File: src/msep_pkg.sv
package msep_pkg;

    // Defaults for the top level parameters.
    localparam int SEP_COUNT_DEFAULT = 4;
    localparam int SEP_BYTES_DEFAULT = 4;

    // Fixed register layout of the configuration port.
    localparam int PATTERN_REGS  = 4;
    localparam int PATTERN_BYTES = 4;
    localparam int BYTE_W        = 8;
    localparam int LEN_W         = 3;
    localparam int LENGTHS_W     = LEN_W * PATTERN_REGS;
    localparam int CFG_INDEX_W   = 3;
    localparam int CFG_DATA_W    = 32;
    localparam int PAT_IDX_W     = $clog2(PATTERN_REGS);

    localparam logic [CFG_INDEX_W-1:0] REG_PATTERN_ZERO    = 3'd0;
    localparam logic [CFG_INDEX_W-1:0] REG_PATTERN_THREE   = 3'd3;
    localparam logic [CFG_INDEX_W-1:0] REG_PATTERN_LENGTHS = 3'd4;

    localparam logic [CFG_DATA_W-1:0] PATTERN_ZERO_RESET  = 32'd32;
    localparam logic [CFG_DATA_W-1:0] PATTERN_OTHER_RESET = 32'd0;
    localparam logic [LENGTHS_W-1:0]  LENGTHS_RESET       = 12'd1;

    // Output queue.
    localparam int FIFO_DEPTH = 4;
    localparam int FIFO_PTR_W = $clog2(FIFO_DEPTH);
    localparam int FIFO_CNT_W = $clog2(FIFO_DEPTH + 1);

    typedef struct packed {
        logic [BYTE_W-1:0] text_byte;
        logic              final_byte;
    } text_item_t;

    typedef struct packed {
        logic [BYTE_W-1:0] word_byte;
        logic              byte_present;
        logic              word_end;
        logic              string_end;
    } word_item_t;

    // Contents of one lookahead cell.
    typedef struct packed {
        logic [BYTE_W-1:0] data_byte;
        logic              last;
        logic              valid;
    } cell_data_t;

    // Up to two results from one head decision; second_valid implies first_valid.
    typedef struct packed {
        logic       first_valid;
        logic       second_valid;
        word_item_t first;
        word_item_t second;
    } result_pair_t;

    // Number of separators that are really compared.
    function automatic int used_separators(input int count);
        return (count < PATTERN_REGS) ? count : PATTERN_REGS;
    endfunction

    // Longest separator that can match with a window of the given depth.
    function automatic int match_bytes(input int depth);
        return (depth < PATTERN_BYTES) ? depth : PATTERN_BYTES;
    endfunction

endpackage

File: src/msep_cell.sv
module msep_cell
    import msep_pkg::*;
#(
    parameter int SEPARATOR_COUNT = SEP_COUNT_DEFAULT
)(
    input  logic                                   clk,
    input  logic                                   rst_n,
    input  cell_data_t                             feed,
    input  logic                                   take_in,
    output logic                                   take_out,
    input  logic [used_separators(SEPARATOR_COUNT)-1:0][BYTE_W-1:0] pattern_bytes,
    output cell_data_t                             content,
    output logic [used_separators(SEPARATOR_COUNT)-1:0] eq
);

    localparam int SepUsed = used_separators(SEPARATOR_COUNT);

    logic              valid_reg;
    logic              valid_next;
    logic [BYTE_W-1:0] byte_reg;
    logic [BYTE_W-1:0] byte_next;
    logic              last_reg;
    logic              last_next;

    // The cell is free when it is empty or its byte moves on toward the head.
    assign take_out = ~valid_reg | take_in;

    always_comb
    begin
        valid_next = valid_reg;
        byte_next  = byte_reg;
        last_next  = last_reg;
        if (take_out)
        begin
            valid_next = feed.valid;
            byte_next  = feed.data_byte;
            last_next  = feed.last;
        end
    end

    always_ff @(posedge clk or negedge rst_n)
    begin
        if (!rst_n)
        begin
            valid_reg <= 1'b0;
        end
        else
        begin
            valid_reg <= valid_next;
        end
    end

    always_ff @(posedge clk)
    begin
        byte_reg <= byte_next;
        last_reg <= last_next;
    end

    assign content = '{data_byte: byte_reg, last: last_reg, valid: valid_reg};

    always_comb
    begin
        for (int s = 0; s < SepUsed; s++)
        begin
            eq[s] = (byte_reg == pattern_bytes[s]);
        end
    end

endmodule

File: src/msep_decide.sv
module msep_decide
    import msep_pkg::*;
#(
    parameter int SEPARATOR_COUNT = SEP_COUNT_DEFAULT,
    parameter int SEPARATOR_BYTES = SEP_BYTES_DEFAULT
)(
    input  logic                                        clk,
    input  logic                                        rst_n,
    input  cell_data_t                                  cells [SEPARATOR_BYTES],
    input  logic [used_separators(SEPARATOR_COUNT)-1:0] eq [SEPARATOR_BYTES],
    input  logic [LENGTHS_W-1:0]                        lengths,
    input  logic                                        room,
    output logic                                        fire,
    output result_pair_t                                results
);

    localparam int SepUsed    = used_separators(SEPARATOR_COUNT);
    localparam int MatchBytes = match_bytes(SEPARATOR_BYTES);
    localparam int SkipW      = (MatchBytes > 1) ? $clog2(MatchBytes) : 1;
    localparam logic [LEN_W-1:0] LenCap = LEN_W'(MatchBytes);

    logic [SkipW-1:0]  skip_reg;
    logic [SkipW-1:0]  skip_next;
    logic              held_valid_reg;
    logic              held_valid_next;
    logic [BYTE_W-1:0] held_byte_reg;
    logic [BYTE_W-1:0] held_byte_next;

    logic [LEN_W-1:0]  sep_len [SepUsed];
    logic              found;
    logic [LEN_W-1:0]  match_len;
    logic              window_full;
    logic              to_end;

    // Separator lengths, saturated to what the window can hold.
    always_comb
    begin
        logic [LEN_W-1:0] raw;
        for (int s = 0; s < SepUsed; s++)
        begin
            raw        = lengths[LEN_W*s +: LEN_W];
            sep_len[s] = (raw > LenCap) ? LenCap : raw;
        end
    end

    // First separator, in register order, that fits within the string and matches.
    always_comb
    begin
        logic hit;
        found     = 1'b0;
        match_len = '0;
        for (int s = 0; s < SepUsed; s++)
        begin
            hit = (sep_len[s] != '0);
            for (int k = 0; k < SEPARATOR_BYTES; k++)
            begin
                if (k < int'(sep_len[s]))
                begin
                    hit = hit & cells[k].valid & eq[k][s];
                end
                if (k + 1 < int'(sep_len[s]))
                begin
                    hit = hit & ~cells[k].last;
                end
            end
            if (hit && !found)
            begin
                found     = 1'b1;
                match_len = sep_len[s];
            end
        end
    end

    // The head may be decided once the window is full or reaches its string's end.
    always_comb
    begin
        logic run;
        run    = 1'b1;
        to_end = 1'b0;
        for (int k = 0; k < SEPARATOR_BYTES; k++)
        begin
            run = run & cells[k].valid;
            if (run && cells[k].last)
            begin
                to_end = 1'b1;
            end
        end
        window_full = run;
    end

    assign fire = cells[0].valid & room & ((skip_reg != '0) | window_full | to_end);

    always_comb
    begin
        logic       held_out;
        logic       close_out;
        word_item_t held_item;
        word_item_t close_item;

        skip_next       = skip_reg;
        held_valid_next = held_valid_reg;
        held_byte_next  = held_byte_reg;
        held_out        = 1'b0;
        close_out       = 1'b0;
        held_item       = '{word_byte: held_byte_reg, byte_present: 1'b1,
                            word_end: 1'b0, string_end: 1'b0};
        close_item      = '{word_byte: '0, byte_present: 1'b0,
                            word_end: 1'b0, string_end: 1'b1};

        if (fire)
        begin
            if (skip_reg != '0)
            begin
                skip_next = skip_reg - SkipW'(1);
            end
            else if (found)
            begin
                held_out           = held_valid_reg;
                held_item.word_end = 1'b1;
                held_valid_next    = 1'b0;
                skip_next          = SkipW'(match_len - LEN_W'(1));
            end
            else
            begin
                held_out        = held_valid_reg;
                held_byte_next  = cells[0].data_byte;
                held_valid_next = 1'b1;
            end

            if (cells[0].last)
            begin
                close_out = 1'b1;
                if (held_valid_next)
                begin
                    close_item = '{word_byte: held_byte_next, byte_present: 1'b1,
                                   word_end: 1'b1, string_end: 1'b1};
                end
                held_valid_next = 1'b0;
            end
        end

        results.first_valid  = held_out | close_out;
        results.second_valid = held_out & close_out;
        results.first        = held_out ? held_item : close_item;
        results.second       = close_item;
    end

    always_ff @(posedge clk or negedge rst_n)
    begin
        if (!rst_n)
        begin
            skip_reg       <= '0;
            held_valid_reg <= 1'b0;
        end
        else
        begin
            skip_reg       <= skip_next;
            held_valid_reg <= held_valid_next;
        end
    end

    always_ff @(posedge clk)
    begin
        held_byte_reg <= held_byte_next;
    end

endmodule

File: src/msep_outq.sv
module msep_outq
    import msep_pkg::*;
(
    input  logic         clk,
    input  logic         rst_n,
    input  result_pair_t results,
    output logic         room,
    output logic         word_valid,
    input  logic         word_stall,
    output word_item_t   word_item
);

    word_item_t            mem_reg [FIFO_DEPTH];
    logic [FIFO_PTR_W-1:0] wr_ptr_reg;
    logic [FIFO_PTR_W-1:0] wr_ptr_next;
    logic [FIFO_PTR_W-1:0] rd_ptr_reg;
    logic [FIFO_PTR_W-1:0] rd_ptr_next;
    logic [FIFO_CNT_W-1:0] count_reg;
    logic [FIFO_CNT_W-1:0] count_next;
    logic [FIFO_CNT_W-1:0] push_cnt;
    logic                  pop;

    assign word_valid = (count_reg != '0);
    assign word_item  = mem_reg[rd_ptr_reg];
    assign pop        = word_valid & ~word_stall;

    // Room for the two results a single decision can make.
    assign room = (count_reg <= FIFO_CNT_W'(FIFO_DEPTH - 2));

    assign push_cnt = FIFO_CNT_W'(results.first_valid) + FIFO_CNT_W'(results.second_valid);

    always_comb
    begin
        wr_ptr_next = wr_ptr_reg + FIFO_PTR_W'(push_cnt);
        rd_ptr_next = rd_ptr_reg + FIFO_PTR_W'(pop);
        count_next  = count_reg + push_cnt - FIFO_CNT_W'(pop);
    end

    always_ff @(posedge clk or negedge rst_n)
    begin
        if (!rst_n)
        begin
            wr_ptr_reg <= '0;
            rd_ptr_reg <= '0;
            count_reg  <= '0;
        end
        else
        begin
            wr_ptr_reg <= wr_ptr_next;
            rd_ptr_reg <= rd_ptr_next;
            count_reg  <= count_next;
        end
    end

    always_ff @(posedge clk)
    begin
        if (results.first_valid)
        begin
            mem_reg[wr_ptr_reg] <= results.first;
        end
        if (results.second_valid)
        begin
            mem_reg[wr_ptr_reg + FIFO_PTR_W'(1)] <= results.second;
        end
    end

endmodule

File: src/multi_separator_tokenizer.sv
// Splits a byte stream into words at up to four configurable separators of one to
// four bytes each. Bytes enter one per cycle on the text channel; the last byte of
// a string carries final_byte. Words leave one byte per result on the word channel,
// with word_end on the last byte of every word and string_end on the last result of
// the string; a string made only of separators gives a single marker-only result.
// Separators are tried in register order at every position and the first one that
// matches and fits before the string end is dropped, so leading, repeated and
// trailing separators never produce empty words. The sustained rate is one byte per
// cycle while the output queue has room. A byte walks a chain of SEPARATOR_BYTES
// lookahead cells, one cell per cycle while the cell ahead is free, and the head
// cell is decided once the chain holds a full window of its string or reaches its
// last byte, so its final results leave while the next string flows in behind it.
// Results pass a four-entry output queue; decisions pause whenever it holds more
// than two results, so a stalled output side also stops the input.
// Configuration registers should only be written while no string is in flight.
module multi_separator_tokenizer
    import msep_pkg::*;
#(
    parameter int SEPARATOR_COUNT = SEP_COUNT_DEFAULT,
    parameter int SEPARATOR_BYTES = SEP_BYTES_DEFAULT
)(
    input  logic                   clk,
    input  logic                   rst_n,

    input  logic                   text_valid,
    output logic                   text_stall,
    input  text_item_t             text_item,

    output logic                   word_valid,
    input  logic                   word_stall,
    output word_item_t             word_item,

    input  logic                   cfg_valid,
    output logic                   cfg_ready,
    input  logic [CFG_INDEX_W-1:0] cfg_index,
    input  logic [CFG_DATA_W-1:0]  cfg_data
);

    localparam int SepUsed = used_separators(SEPARATOR_COUNT);

    // ------------------------------------------------------------------
    // Configuration registers. The port never pushes back.
    // ------------------------------------------------------------------
    logic [CFG_DATA_W-1:0] pattern_reg  [PATTERN_REGS];
    logic [CFG_DATA_W-1:0] pattern_next [PATTERN_REGS];
    logic [LENGTHS_W-1:0]  lengths_reg;
    logic [LENGTHS_W-1:0]  lengths_next;

    assign cfg_ready = 1'b1;

    always_comb
    begin
        pattern_next = pattern_reg;
        lengths_next = lengths_reg;
        if (cfg_valid && cfg_ready)
        begin
            case (cfg_index) inside
                [REG_PATTERN_ZERO:REG_PATTERN_THREE]:
                begin
                    pattern_next[cfg_index[PAT_IDX_W-1:0]] = cfg_data;
                end
                REG_PATTERN_LENGTHS:
                begin
                    lengths_next = cfg_data[LENGTHS_W-1:0];
                end
                default:
                begin
                    // Indexes past the register list are ignored.
                end
            endcase
        end
    end

    always_ff @(posedge clk or negedge rst_n)
    begin
        if (!rst_n)
        begin
            pattern_reg[0] <= PATTERN_ZERO_RESET;
            for (int i = 1; i < PATTERN_REGS; i++)
            begin
                pattern_reg[i] <= PATTERN_OTHER_RESET;
            end
            lengths_reg <= LENGTHS_RESET;
        end
        else
        begin
            pattern_reg <= pattern_next;
            lengths_reg <= lengths_next;
        end
    end

    // ------------------------------------------------------------------
    // Lookahead chain. Cell 0 is the head of the window. Bytes enter at the
    // tail and move one cell toward the head whenever the cell ahead is free,
    // so gaps close up by themselves. The take signal runs from the head to
    // the tail: the head cell is freed by a decision, and each cell behind it
    // is free when it is empty or its byte moves forward in the same cycle.
    // ------------------------------------------------------------------
    cell_data_t                       cell_feed    [SEPARATOR_BYTES];
    cell_data_t                       cell_content [SEPARATOR_BYTES];
    logic [SepUsed-1:0][BYTE_W-1:0]   cell_pat     [SEPARATOR_BYTES];
    logic [SepUsed-1:0]               cell_eq      [SEPARATOR_BYTES];
    logic [SEPARATOR_BYTES-1:0]       cell_take_in;
    logic [SEPARATOR_BYTES-1:0]       cell_take;
    logic                             fire;
    logic                             room;
    result_pair_t                     results;

    for (genvar k = 0; k < SEPARATOR_BYTES; k++)
    begin : g_cell
        if (k == SEPARATOR_BYTES - 1)
        begin : g_tail
            assign cell_feed[k] = '{data_byte: text_item.text_byte,
                                    last: text_item.final_byte,
                                    valid: text_valid};
        end
        else
        begin : g_inner
            assign cell_feed[k] = cell_content[k+1];
        end

        if (k == 0)
        begin : g_head
            assign cell_take_in[k] = fire;
        end
        else
        begin : g_body
            assign cell_take_in[k] = cell_take[k-1];
        end

        // Each cell compares its byte with the matching byte of every separator.
        // Cells past the longest separator only extend the lookahead.
        for (genvar s = 0; s < SepUsed; s++)
        begin : g_pat
            if (k < PATTERN_BYTES)
            begin : g_live
                assign cell_pat[k][s] = pattern_reg[s][BYTE_W*k +: BYTE_W];
            end
            else
            begin : g_spare
                assign cell_pat[k][s] = '0;
            end
        end

        msep_cell #(
            .SEPARATOR_COUNT (SEPARATOR_COUNT)
        ) u_cell (
            .clk           (clk),
            .rst_n         (rst_n),
            .feed          (cell_feed[k]),
            .take_in       (cell_take_in[k]),
            .take_out      (cell_take[k]),
            .pattern_bytes (cell_pat[k]),
            .content       (cell_content[k]),
            .eq            (cell_eq[k])
        );
    end

    // An item is taken exactly when the tail cell loads it.
    assign text_stall = ~cell_take[SEPARATOR_BYTES-1];

    // ------------------------------------------------------------------
    // Head decision: separator match, skip count over a matched separator,
    // and the held word byte that waits to learn whether it ends its word.
    // ------------------------------------------------------------------
    msep_decide #(
        .SEPARATOR_COUNT (SEPARATOR_COUNT),
        .SEPARATOR_BYTES (SEPARATOR_BYTES)
    ) u_decide (
        .clk     (clk),
        .rst_n   (rst_n),
        .cells   (cell_content),
        .eq      (cell_eq),
        .lengths (lengths_reg),
        .room    (room),
        .fire    (fire),
        .results (results)
    );

    // ------------------------------------------------------------------
    // Output queue between the decision logic and the word channel.
    // ------------------------------------------------------------------
    msep_outq u_outq (
        .clk        (clk),
        .rst_n      (rst_n),
        .results    (results),
        .room       (room),
        .word_valid (word_valid),
        .word_stall (word_stall),
        .word_item  (word_item)
    );

endmodule

File: config.mk
export PLATFORM = sky130hd
export DESIGN_NAME = multi_separator_tokenizer
export DESIGN_NICKNAME = d
export VERILOG_FILES = /design/src/msep_pkg.sv /design/src/msep_cell.sv /design/src/msep_decide.sv /design/src/msep_outq.sv /design/src/multi_separator_tokenizer.sv
export SDC_FILE = /design/constraint.sdc
export NUM_CORES = 1
export LEC_CHECK = 0
export BUFFER_PORTS_ARGS = -buffer_cell sky130_fd_sc_hd__buf_2
export CAP_MARGIN = 20
export CORE_MARGIN = 1
export CORE_UTILIZATION = 62
export CTS_BUF_LIST = sky130_fd_sc_hd__clkbuf_8 sky130_fd_sc_hd__clkbuf_16
export DETAILED_ROUTE_END_ITERATION = 16
export PLACE_DENSITY_LB_ADDON = 0.05
export SLEW_MARGIN = 20
export SYNTH_ARGS = -nofsm -noshare
export SYNTH_HDL_FRONTEND = slang
export SYNTH_HIERARCHICAL = 1
export SYNTH_SLANG_ARGS = --single-unit
File: constraint.sdc
create_clock -name clk -period 9.8 [get_ports clk]
set_clock_uncertainty 0.05 [all_clocks]
set_input_delay 1.47 -clock clk [delete_from_list [all_inputs] [get_ports clk]]
set_output_delay 1.47 -clock clk [all_outputs]
set_load 0.01 [all_outputs]
-- After elaboration in Yosys (flattened, before gate mapping)
Memories as Yosys holds them, arrays and structs flattened.
Cells that the tools add are included.
- bitwise gates (word level): 74
- reduce and logical (&&, ||, !) cells: 22
- eq/ne operators: 17
- magnitude comparators: 29
- add/sub/neg operators: 8
- muxes and demuxes: 74
- operator list (kind ; count):
    bitwise mux 128 bit ; 1
    == test 8 bit ; 16
    demux 32 bit (select 2 bit) ; 1
    bitwise AND 1 bit ; 55
    2-to-1 mux 1 bit ; 55
    2-to-1 mux 11 bit ; 4
    2-to-1 mux 32 bit ; 1
    less-than comparator 1 x 3 -> 1 bit, first input constant ; 8
    less-than comparator 2 x 3 -> 1 bit, first input constant ; 8
    2-to-1 mux 8 bit ; 2
    nonzero test 3 bit ; 5
    greater-than comparator 3 bit, second input constant ; 4
    less-than comparator 3 bit, first input constant ; 4
    2-to-1 mux 2 bit ; 6
    2-to-1 mux 3 bit ; 4
    inverter 1 bit ; 11
    logical AND 1 bit ; 9
    bitwise OR 1 bit ; 7
    less-or-equal comparator 3 x 2 -> 1 bit, second input constant ; 2
    AND reduction 2 bit ; 2
    nonzero test 2 bit ; 2
    subtractor 2 x 1 -> 2 bit, second input constant ; 2
    adder 3 bit ; 1
    == test 3 bit, second input constant ; 1
    other kinds (11) ; 13
- bits in writable memories: 44
- bits in registers: 198
- bits of input ports: 49
- output and inout port bits: 14
- memories: 1
- logic and storage cells: 248
- memory list (memory ; depth ; bits a word ; rd ports ; clocked after Yosys merged registers in ; write ports ; RTL line ; text):
    u_outq.mem_reg ; 4 ; 11 ; 1 ; 0 ; 2 ; msep_outq.sv:13 ; word_item_t mem_reg [FIFO_DEPTH];

-- Depth between registers and ports, before layout
Gate-level depths: netlist (run 1).
- word-level depth: 40
- depth in mapped cells: 18
- gate-level depth less buffers: 16

-- Cells and area by module
Netlist (run 1), hierarchy kept.
- modules (own cells, without submodules) (module ; times used ; cells an instance ; area each (um^2) ; sequential area each (um^2)):
    multi_separator_tokenizer ; 1 ; 303 ; 5296.3 ; 3505.9
    msep_cell ; 4 ; 66 ; 735.7 ; 295.3
    msep_outq ; 1 ; 145 ; 2711.4 ; 1496.4
    msep_decide ; 1 ; 158 ; 1256.2 ; 315.3

-- Least setup slack after synthesis (run 1)
OpenSTA, ideal clock, no wires.
- path kind: reg-to-output
- start point: reg g_cell[0].u_cell.valid_reg
- end point: out text_stall
- required time: 8.280 ns
- buffers on the path: 2
- data arrival time: 2.865 ns
- stages on the path, launching flop included: 11
- path slack: 5.415 ns
- cells stage by stage: dfrtp_1 buf_4 bufbuf_16 nand2_1 a31o_2 inv_1 nand2b_1 nand2b_1 nand2b_1 nand2b_1 inv_1
- longest elaborated chain between the ends: 12
- elaborated cells between the ends (all ways): 21
- those cells by class: mux (4); bitwise (13); reduce/logical (4)
- ends and longest elaborated chain (what ; RTL line ; text):
    start, declared ; msep_cell.sv:18 ; logic valid_reg;
    start signal, assigned ; msep_cell.sv:49 ; valid_reg <= valid_next;
    logical AND 1 bit / bitwise AND 1 bit (equally long branches) ; msep_decide.sv:83, msep_decide.sv:82 ;
    2-to-1 mux 1 bit (tied with other cells) (2 in series) ; msep_decide.sv:83 ; if (run && cells[k].last)
    2-to-1 mux 1 bit / logical AND 1 bit (equally long branches) ; msep_decide.sv:83 ;
    2-to-1 mux 1 bit ; msep_decide.sv:83 ;
    bitwise OR 1 bit ; msep_decide.sv:91 ; assign fire = cells[0].valid & room & ((skip_reg != '0) | window_full | to_end);
    bitwise AND 1 bit * ; msep_decide.sv:91 ;
    net fire ; multi_separator_tokenizer.sv:105 ; logic fire;
    bitwise OR 1 bit * ; msep_cell.sv:26 ; assign take_out = ~valid_reg | take_in;
    net cell_take[0] ; multi_separator_tokenizer.sv:104 ; logic [SEPARATOR_BYTES-1:0] cell_take;
    bitwise OR 1 bit * ; msep_cell.sv:26 ;
    net cell_take[1] ; multi_separator_tokenizer.sv:104 ;
    bitwise OR 1 bit * ; msep_cell.sv:26 ;
    net cell_take[2] ; multi_separator_tokenizer.sv:104 ;
    bitwise OR 1 bit * ; msep_cell.sv:26 ;
    net cell_take[3] ; multi_separator_tokenizer.sv:104 ;
    inverter 1 bit * ; multi_separator_tokenizer.sv:160 ; assign text_stall = ~cell_take[SEPARATOR_BYTES-1];
    end, declared ; multi_separator_tokenizer.sv:26 ; output logic text_stall,
Mark *: on every way through the listed nets, which the timed path passes. The rest lies on a longest branch.

-- Worst setup path in the final report (run 1)
- start point: reg g_cell[2].u_cell.valid_reg
- end point: out text_stall
- longest elaborated chain between the ends: 11
- elaborated cells between the ends (all ways): 15
- those cells by class: mux (2); bitwise (11); reduce/logical (2)
- ends and longest elaborated chain (what ; RTL line ; text):
    start, declared ; msep_cell.sv:18 ;
    start signal, assigned ; msep_cell.sv:49 ;
    bitwise AND 1 bit * ; msep_decide.sv:82 ; run = run & cells[k].valid;
    logical AND 1 bit / bitwise AND 1 bit (equally long branches) ; msep_decide.sv:83, msep_decide.sv:82 ;
    2-to-1 mux 1 bit / logical AND 1 bit (equally long branches) ; msep_decide.sv:83 ;
    2-to-1 mux 1 bit ; msep_decide.sv:83 ;
    bitwise OR 1 bit * ; msep_decide.sv:91 ;
    bitwise AND 1 bit * ; msep_decide.sv:91 ;
    net fire ; multi_separator_tokenizer.sv:105 ;
    bitwise OR 1 bit * ; msep_cell.sv:26 ;
    net cell_take[0] ; multi_separator_tokenizer.sv:104 ;
    bitwise OR 1 bit * ; msep_cell.sv:26 ;
    net cell_take[1] ; multi_separator_tokenizer.sv:104 ;
    bitwise OR 1 bit * ; msep_cell.sv:26 ;
    net cell_take[2] ; multi_separator_tokenizer.sv:104 ;
    bitwise OR 1 bit * ; msep_cell.sv:26 ;
    net cell_take[3] ; multi_separator_tokenizer.sv:104 ;
    inverter 1 bit * ; multi_separator_tokenizer.sv:160 ;
Marks and branches as above.

==> results of run 1 <==
-- layout by cell type (no fill, tap or decap), types with 3 or more instances in the layout --
cell type / instances
mux2_4: 38
xnor2_1: 131
a21oi_1: 8
clkbuf_16: 25
nor4b_1: 4
mux2_2: 136
nor2_1: 32
o31ai_1: 10
o21ai_0: 7
and3b_2: 4
mux2i_1: 10
nand4b_1: 3
dfrtp_1: 152
ha_1: 6
mux4_2: 11
nand4_1: 34
nand2_1: 21
buf_2: 60
buf_4: 6
edfxtp_1: 88
a311oi_1: 3
mux2_1: 10
inv_1: 37
nand3b_1: 7
nand2b_1: 10
clkbuf_8: 5
nor3_1: 3
-- cells by family after synthesis --
kind of cell | share of synthesized area (%)
other cells | 0.0615
xor+xnor | 9.54
flops | 53.2
compound gates | 2.64
simple gates | 6.95
mux | 21.0
fa+ha+maj | 0.779
buf+inv | 5.79
-- power by group --
part / switching (mW) / internal, mW
sequential: 0.364 / 1.47
clock: 0.376 / 0.552
combinational: 0.582 / 0.689
-- area by class of cell --
| cell class | instances | area share, % |
|---|---|---|
| clock buffers | 30 | 5.28 |
| clock inverters | 16 | 0.914 |
| inverters | 27 | 0.771 |
| multi-input cells | 531 | 38.3 |
| flip-flops and latches | 242 | 49.4 |
| well taps | 260 | 2.47 |
| repair buffers | 68 | 2.80 |
-- how the worst max path moves through the flow --
| stage | startpoint | to | slack, ns | depth (start not counted) |
|---|---|---|---|---|
| 2_1_floorplan | g_cell[0].u_cell/valid_reg | text_stall | 5.41 | 10 |
| 3_3_place_gp | g_cell[3].u_cell/valid_reg | text_stall | 5.03 | 10 |
| 3_5_place_dp | g_cell[2].u_cell/valid_reg | text_stall | 4.81 | 10 |
| 4_1_cts | g_cell[2].u_cell/valid_reg | text_stall | 4.23 | 10 |
| 5_1_grt | g_cell[2].u_cell/valid_reg | text_stall | 3.85 | 10 |
| 6_report | g_cell[2].u_cell/valid_reg | text_stall | 4.27 | 10 |
-- per-layer routing --
metal  GRT usage (%)  routed length [um]  up-vias
li1                -                   -     3143
met1            32.2               10300     3463
met2            44.2               12200      156
met3            3.53                 846       56
met4            8.38                 692        0
met5               0                   0        -
==> impl_metrics.ini, run 1 <==
[route]
drc_errors = 0
num_vias = 6818
wire_per_inst_um = 20.5
detail_route.first_pass.iterations = 4
drt-vias-per-instance = 5.81
ant_nets = 0
first_iter_violations = 281
wirelength_um = 24100

[clocking]
cts_root_buf = clkbuf_16
clkSlewWorstSetupHoldPaths_ns = 0.06
cts_resized = 0
htreeDepth = 1
numCtsBuffers = 25
post_cts_buffers = 0
hold_buffers = 0
cts_tree = built
cts_sinks = 242
insertion_delay_ns = 0.52
clock_path_buffers = 3

[yosys]
synthTopCellsByArea = dfrtp_1, edfxtp_1, mux2_2
ys_ff_latch = 242
syn-instance-count = 870
synth_seq_area_share_pct = 53.2
synth_edf_count = 88
netlist.area_leader.share_pct = 31.2
synth_ff_type = dfrtp_1
synth_cell_type_count = 63
yosys-top-cells-count = dfrtp_1, mux2_2, xnor2_1
ys_warn_count = 6
syn_avg_cell_area_sq_um = 14.0
synth_fp_nets = 926
synthArstFlopShare_pct = 63.6
yosys.area.top_type = dfrtp_1
synthesis.area_sq_um = 12200
yosysMostFrequentCell = dfrtp_1

[floorplan]
die_w_um = 142
rows = 50
io_pins = 63
initial_core_util_pct = 64.2
die_area_sq_um = 20300
dieHeight_um = 142
core_sq_um = 19000

[finish]
syn2layout_area_growth_pct = 7.71
layout.nets = 951
antenna_cells = 0
fin_area_sq_um = 13100
final_cells = 1174
multi_input_area_sq_um = 5040
largest_register_ffs = 128
n_fill_cell = 1389
layout-drive-gt1-share_pct = 33.9
seq_area_sq_um = 6500
utilization_pct = 69.1

[grt]
grt_usage_pct = 25.2
grt_pass1_wl_um = 39000
grt_start_max_net_pins = 87
antenna_found_initial = 0
grt-ovfl-total = 0
grt_pass1_vias = 7261

[pwr]
ir_drop_v = 0.000178
powerDensity_nw_per_um2 = 307
power.total_mw = 4.04
p_leak_nw = 5.25

[timing]
finalCriticalPeriod_ns = 5.53
fin_crit_sh_pct = 56.4
fin_setup_tns_ns = 0
fmax_mhz = 181
setup_ws_ns = 4.27
max_slew.worst_pin.slew_ns = 1.02
setup_viol = 0
whs_ns = 0.382
slew_headroom_pct = 31.8
drv_slew = 0
rsz0062_at_grt = no
hold_violations = 0

[worst_setup_path]
cp-start-kind = register
cp_data_arrival_time_ns = 4.01
crit_slowest_cell = nand2b_1
r2r-end = u_outq/count_reg[2]
regToRegSetupSlack_ns = 5.47
end_kind = output pin
cp_num_buf_inv = 3
path_delay_family = simple AND/OR/NAND/NOR gates
r2r-start = g_cell[2].u_cell/valid_reg
cpMostUsedCell = nand2b_1
cp.required_ns = 8.28
max_stage_delay_ns = 0.49
r2r.worst_path.cells = 16
cp_max_fo = 14
crit_type = reg2out
crit_chain = o21a_1 -> o21ai_0 -> a31o_2 -> inv_1 -> nand2b_1 -> nand2b_1 -> nand2b_1 -> nand2b_1 -> inv_1 -> buf_2

[job]
cap_violations = 0

[placed_design]
hpwlAfterDp_um = 16700
gp_congestion = 0.918
pre_cts_slack_ns = 4.81
placed_cells = 1128
dpl_cell_area_sq_um = 12300
portBuffers = 61

[run_status]
status = finished, final reports clean

[min_path]
holdPathEnd = g_cell[2].u_cell/last_reg
hp-class = reg2reg
hold_path_depth = 0
worstHoldStart = g_cell[3].u_cell/last_reg
(Power assumes the default switching activity.)
==> run 2, diff against run 1 <==
--- a/config.mk
+++ b/config.mk
@@ -8,7 +8,7 @@
 export BUFFER_PORTS_ARGS = -buffer_cell sky130_fd_sc_hd__buf_2
 export CAP_MARGIN = 20
 export CORE_MARGIN = 1
-export CORE_UTILIZATION = 62
+export CORE_UTILIZATION = 56
 export CTS_BUF_LIST = sky130_fd_sc_hd__clkbuf_8 sky130_fd_sc_hd__clkbuf_16
 export DETAILED_ROUTE_END_ITERATION = 16
 export PLACE_DENSITY_LB_ADDON = 0.05
==> constraint.sdc (replaced) <==
create_clock -name clk -period 4.45 [get_ports clk]
set_clock_uncertainty 0.05 [all_clocks]
set_input_delay 0.6675 -clock clk [delete_from_list [all_inputs] [get_ports clk]]
set_output_delay 0.6675 -clock clk [all_outputs]
set_load 0.01 [all_outputs]
==> run 2 against run 1 <==
  * Wire length is 1.0% higher
  * Sequential power is 120% higher
  * Non-clock buffer count is 8 higher
  * Worst hold slack worse by 0.15 ns
  * Critical path type unchanged
  * Largest cell class unchanged
  * Highest routed layer unchanged
==> impl_metrics.ini, run 2 (synthesis results as in run 1) <==
[placed_design]
gp_congestion = 0.910
pre_cts_slack_ns = 0.448
placed_cells = 1151
hpwlAfterDp_um = 17700
portBuffers = 61

[timing]
slew_headroom_pct = 41.5
finalCriticalPeriod_ns = 4.13
setup_viol = 0
max_slew.worst_pin.slew_ns = 0.877
fin_setup_tns_ns = 0
fin_crit_sh_pct = 92.7
rsz0062_at_grt = no
hold_violations = 0
setup_ws_ns = 0.324
fmax_mhz = 242
drv_slew = 0

[route]
drt-vias-per-instance = 5.64
wire_per_inst_um = 20.3
ant_nets = 0
detail_route.first_pass.iterations = 6
first_iter_violations = 273
num_vias = 6751
drc_errors = 0
wirelength_um = 24300

[finish]
utilization_pct = 61.9
final_cells = 1196
final_common_cell = dfrtp_1
syn2layout_area_growth_pct = 7.69
n_fill_cell = 1666
mostFrequentLayoutCells = dfrtp_1, mux2_2, xnor2_1
layout.nets = 959
layout-drive-gt1-share_pct = 34.4
antenna_cells = 0
largest_register_ffs = 128

[clocking]
post_cts_buffers = 0
cts_sinks = 242
clkSlewWorstSetupHoldPaths_ns = 0.06
numCtsBuffers = 25
clock_path_buffers = 3
insertion_delay_ns = 0.51
cts_tree = built
htreeDepth = 1
cts_root_buf = clkbuf_16

[floorplan]
core_sq_um = 21200
dieHeight_um = 150
rows = 53
die_area_sq_um = 22400
io_pins = 63
die_w_um = 150
initial_core_util_pct = 57.5

[worst_setup_path]
crit_type = reg2out
crit_chain = o21a_1 -> o21ai_0 -> a31o_2 -> inv_1 -> nand2b_2 -> nand2b_2 -> nand2b_2 -> nand2b_1 -> inv_1 -> buf_2
end_kind = output pin
r2r.worst_path.cells = 11
r2r-start = g_cell[0].u_cell/byte_reg[4]
r2r-end = u_outq/mem_reg[0][2]
regToRegSetupSlack_ns = 0.57
cpMostUsedCell = nand2b_2
cp_max_fo = 14
cp_data_arrival_time_ns = 3.41
cp-start-kind = register
crit_slowest_cell = dfrtp_1
max_stage_delay_ns = 0.43
cp.required_ns = 3.73

[pwr]
ir_drop_v = 0.000501
p_leak_nw = 5.24
power.share.clock_pct = 21.4
swShare_pct = 33.0
internal-power_mw = 5.85
powerDensity_nw_per_um2 = 664
seq_power_share_pct = 46.4
combPwrFrac_pct = 32.2
switchingPower_mw = 2.88
power.total_mw = 8.73

[grt]
grt_usage_pct = 23.0
grt-ovfl-total = 0
antenna_found_initial = 0
grt_pass1_wl_um = 39300
grt_start_max_net_pins = 111
grt_pass1_vias = 7185

[min_path]
hp-class = in2async

[job]
cap_violations = 0

[run_status]
status = finished, final reports clean
-- run 2: how the worst max path moves through the flow --
| stage | endpoint | slack, ns | start |
|---|---|---|---|
| after floorplan | u_outq/count_reg[2] | 0.74 | g_cell[0].u_cell/valid_reg |
| after global placement | text_stall | 0.55 | u_outq/count_reg[0] |
| after detailed placement | text_stall | 0.45 | u_outq/count_reg[0] |
| after CTS | text_stall | 0.05 | g_cell[3].u_cell/valid_reg |
| after global routing | text_stall | 0.10 | g_cell[3].u_cell/valid_reg |
| final | text_stall | 0.32 | g_cell[3].u_cell/valid_reg |
-- run 2: area by class of cell --
class                   count  area [sq um]  share of cell area (%)
multi-input cells         531          5040                    38.3
flip-flops and latches    242          6500                    49.4
well taps                 275           344                    2.62
inverters                  27           101                   0.771
repair buffers             76           427                    3.25
clock inverters            17          68.8                   0.524
clock buffers              28           667                    5.07
-- run 2: power groups by stage --
stage / sequential, mW / clock (mW) / combinational (mW)
2_1_floorplan: 3.56 / 0 / 2.79
3_3_place_gp: 4.08 / 0 / 2.71
3_5_place_dp: 4.11 / 0 / 2.82
4_1_cts: 4.07 / 1.91 / 2.83
5_1_grt: 4.16 / 2.00 / 3.10
6_report: 4.05 / 1.87 / 2.81
-- run 2: metrics by stage --
stage,area [sq um],hold slack (ns)
2_1_floorplan,12200,0.322
3_3_place_gp,12400,0.365
3_5_place_dp,12400,0.363
4_1_cts,13100,0.268
5_1_grt,13100,0.265
6_report,13100,0.233
-- run 2: critical path, delay by kind of cell (launching register included) --
kind / cells / cell delay (ns)
AO/OA/AOI/OAI: 3 / 0.70
buffers and inverters: 3 / 0.39
flip-flops: 1 / 0.43
AND/OR/NAND/NOR: 4 / 1.38
-- run 2: per-layer routing --
metal | vias up | global-route usage [%] | part of all wire (%)
li1 | 3148 | - | -
met1 | 3405 | 28.4 | 42
met2 | 150 | 41.2 | 52
met3 | 48 | 3.23 | 3.6
met4 | 0 | 7.60 | 2.6
met5 | - | 0 | 0
-- run 2: what timing repair did --
| action | CTS | global route |
|---|---|---|
| hold buffers | 0 | 0 |
| resized for setup | 1 | 2 |
| pin swaps | 0 | 0 |
| endpoints found under the setup margin | 1 | 1 |
==> run 3, diff against run 2 <==
--- a/config.mk
+++ b/config.mk
@@ -5,8 +5,9 @@
 export SDC_FILE = /design/constraint.sdc
 export NUM_CORES = 1
 export LEC_CHECK = 0
+export ABC_AREA = 1
 export BUFFER_PORTS_ARGS = -buffer_cell sky130_fd_sc_hd__buf_2
-export CAP_MARGIN = 20
+export CAP_MARGIN = 10
 export CORE_MARGIN = 1
 export CORE_UTILIZATION = 56
 export CTS_BUF_LIST = sky130_fd_sc_hd__clkbuf_8 sky130_fd_sc_hd__clkbuf_16
==> run 3 against run 2 <==
  * Highest routed layer unchanged
  * Wire length is 43% higher
  * Cell area up 14%
  * Clock power grew 27%
  * Synthesized area increased by 12%
  * Critical path type unchanged
  * Via count grew 73%
  * Critical endpoint unchanged
  * Sequential share of layout area shrank 6.1 points
==> impl_metrics.ini, run 3 <==
[clocking]
htreeDepth = 1
cts_tree = built
cts_sinks = 242
post_cts_buffers = 0
cts_root_buf = clkbuf_16
insertion_delay_ns = 0.55
numCtsBuffers = 28
clkSlewWorstSetupHoldPaths_ns = 0.06
clock_path_buffers = 3

[worst_setup_path]
max_stage_delay_ns = 0.48
endpoint = text_stall
end_kind = output pin
r2r-start = g_cell[2].u_cell/last_reg
cp.required_ns = 3.73
startpoint = g_cell[2].u_cell/last_reg
crit_type = reg2out
r2r.worst_path.cells = 19
cp_data_arrival_time_ns = 3.39
cp-start-kind = register
crit_slowest_cell = edfxtp_1
cpMostUsedCell = inv_1
crit_chain = o21ai_0 -> nand2_1 -> nand2_1 -> nand3_1 -> nand3_1 -> clkinvlp_4 -> inv_1 -> nand2_1 -> inv_1 -> nand2_2 -> inv_1 -> nand2_2 -> inv_1 -> nand2_1 -> buf_4 -> inv_1 -> buf_2
regToRegSetupSlack_ns = 0.80
cp_max_fo = 13
r2r-end = u_outq/count_reg[2]

[pwr]
power.share.clock_pct = 25.2
ir_drop_v = 0.000349
switchingPower_mw = 3.80
seq_power_share_pct = 41.1
powerDensity_nw_per_um2 = 630
internal-power_mw = 5.65
combPwrFrac_pct = 33.7
swShare_pct = 40.2
p_leak_nw = 8.28

[yosys]
netlist.area_leader.share_pct = 27.7
yosys.area.top_type = dfrtp_1
synth_ff_type = dfrtp_1
syn_avg_cell_area_sq_um = 7.06
ys_ff_latch = 242
yosys-top-cells-count = nand2_1, inv_1, nand3_1
synthArstFlopShare_pct = 63.6
yosysMostFrequentCell = nand2_1
syn-instance-count = 1943
synth_seq_area_share_pct = 47.4
ys_warn_count = 6
synth_fp_nets = 1999
synthTopCellsByArea = dfrtp_1, nand2_1, edfxtp_1
synthesis.area_sq_um = 13700
synth_cell_type_count = 31
synth_edf_count = 88

[job]
cap_violations = 0

[grt]
grt-ovfl-total = 0
antenna_found_initial = 0
grt_pass1_vias = 11037
grt_pass1_wl_um = 56500
grt_usage_pct = 29.0
grt_start_max_net_pins = 99

[floorplan]
core_sq_um = 23800
dieHeight_um = 158
die_w_um = 158
initial_core_util_pct = 57.7
io_pins = 63
die_area_sq_um = 25100
rows = 56

[finish]
final_common_cell = nand2_1
final_cells = 2315
largest_register_ffs = 128
antenna_cells = 0
layout.nets = 2030
mostFrequentLayoutCells = nand2_1, inv_1, nand3_1
syn2layout_area_growth_pct = 9.36
layout-drive-gt1-share_pct = 9.87
n_fill_cell = 2193

[route]
drt-vias-per-instance = 5.06
first_iter_violations = 838
wire_per_inst_um = 15.0
drc_errors = 0
ant_nets = 0
num_vias = 11710
wirelength_um = 34800
detail_route.first_pass.iterations = 5

[timing]
setup_viol = 0
drv_slew = 0
finalCriticalPeriod_ns = 4.10
hold_violations = 0
fmax_mhz = 244
slew_headroom_pct = 37.2
fin_crit_sh_pct = 92.2
max_slew.worst_pin.slew_ns = 0.942
rsz0062_at_grt = no
fin_setup_tns_ns = 0

[placed_design]
hpwlAfterDp_um = 23200
placed_cells = 2263
portBuffers = 61
gp_congestion = 0.886

[run_status]
status = finished, final reports clean

[min_path]
hp-class = in2async
run 3: worst min path at each step:
stage	startpoint	endpoint	slack [ns]	cells past startpoint
after detailed placement	g_cell[1].u_cell/last_reg	g_cell[0].u_cell/last_reg	0.40	0
after global routing	rst_n	cell_pat[118]	0.25	1
final	rst_n	cell_pat[118]	0.16	1
after CTS	rst_n	cell_pat[123]	0.22	1
after floorplan	rst_n	cell_pat[0]	0.32	0
after global placement	g_cell[1].u_cell/last_reg	g_cell[0].u_cell/last_reg	0.39	0
run 3: layer usage:
| layer | vias up | GRT usage (%) | wire length, um |
|---|---|---|---|
| met1 | 5377 | 40.7 | 15700 |
| met4 | 0 | 6.64 | 677 |
| met3 | 50 | 3.27 | 2140 |
| met2 | 347 | 48.4 | 16300 |
| li1 | 5936 | - | - |
| met5 | - | 0 | 0 |
run 3: critical path, delay by kind of cell, from the launching register on:
kind / cells / cell delay, ns
AND/OR/NAND/NOR: 8 / 1.05
AO/OA/AOI/OAI: 1 / 0.19
flip-flops: 1 / 0.48
buffers and inverters: 8 / 1.12
run 3: power by group through the flow:
stage               combinational [mW]  sequential, mW  clock, mW
global route                      3.69            3.99       2.50
detailed placement                3.15            3.92          0
CTS                               3.18            3.88       2.42
global placement                  3.06            3.90          0
floorplan                         2.57            3.59          0
finish                            3.18            3.89       2.38
run 3: area by class of cell:
cell class	instances	area, sq um	area share, %
Sequential cell	242	6500	43.3
Multi-Input combinational cell	1332	5590	37.3
Inverter	296	1110	7.43
Clock buffer	34	795	5.30
Timing Repair Buffer	74	422	2.81
Tap cell	319	399	2.66
Clock inverter	18	181	1.21
run 3: kinds of logic (layout without fill, tap and decap cells):
family	after synthesis	count (layout)	synth area share [%]
AND/OR/NAND/NOR	1292	1292	38.5
buffers and inverters	369	422	11.9
flip-flops	242	242	47.4
AO/OA/AOI/OAI	30	30	1.40
adder cells (fa/ha/maj)	7	7	0.693
other	2	2	0.0548
XOR/XNOR	1	1	0.0639
run 3: per-stage QoR:
step                      setup WS (ns)  cell area [sq um]  power (mW)  util, %  hold slack [ns]
final                             0.346              15000        9.45     63.1            0.164
after global routing             0.0252              15000        10.2     63.1            0.247
after CTS                        0.0750              15000        9.48     63.1            0.216
after detailed placement          0.687              14000        7.07     59.0            0.399
after global placement            0.760              14000        6.95     59.0            0.385
after floorplan                    1.24              13700        6.16        -            0.322
run 3: repair_timing:
| item | CTS | global route |
|---|---|---|
| endpoints found under the setup margin | 0 | 1 |
| hold buffers | 0 | 0 |
| resized for setup | 0 | 3 |
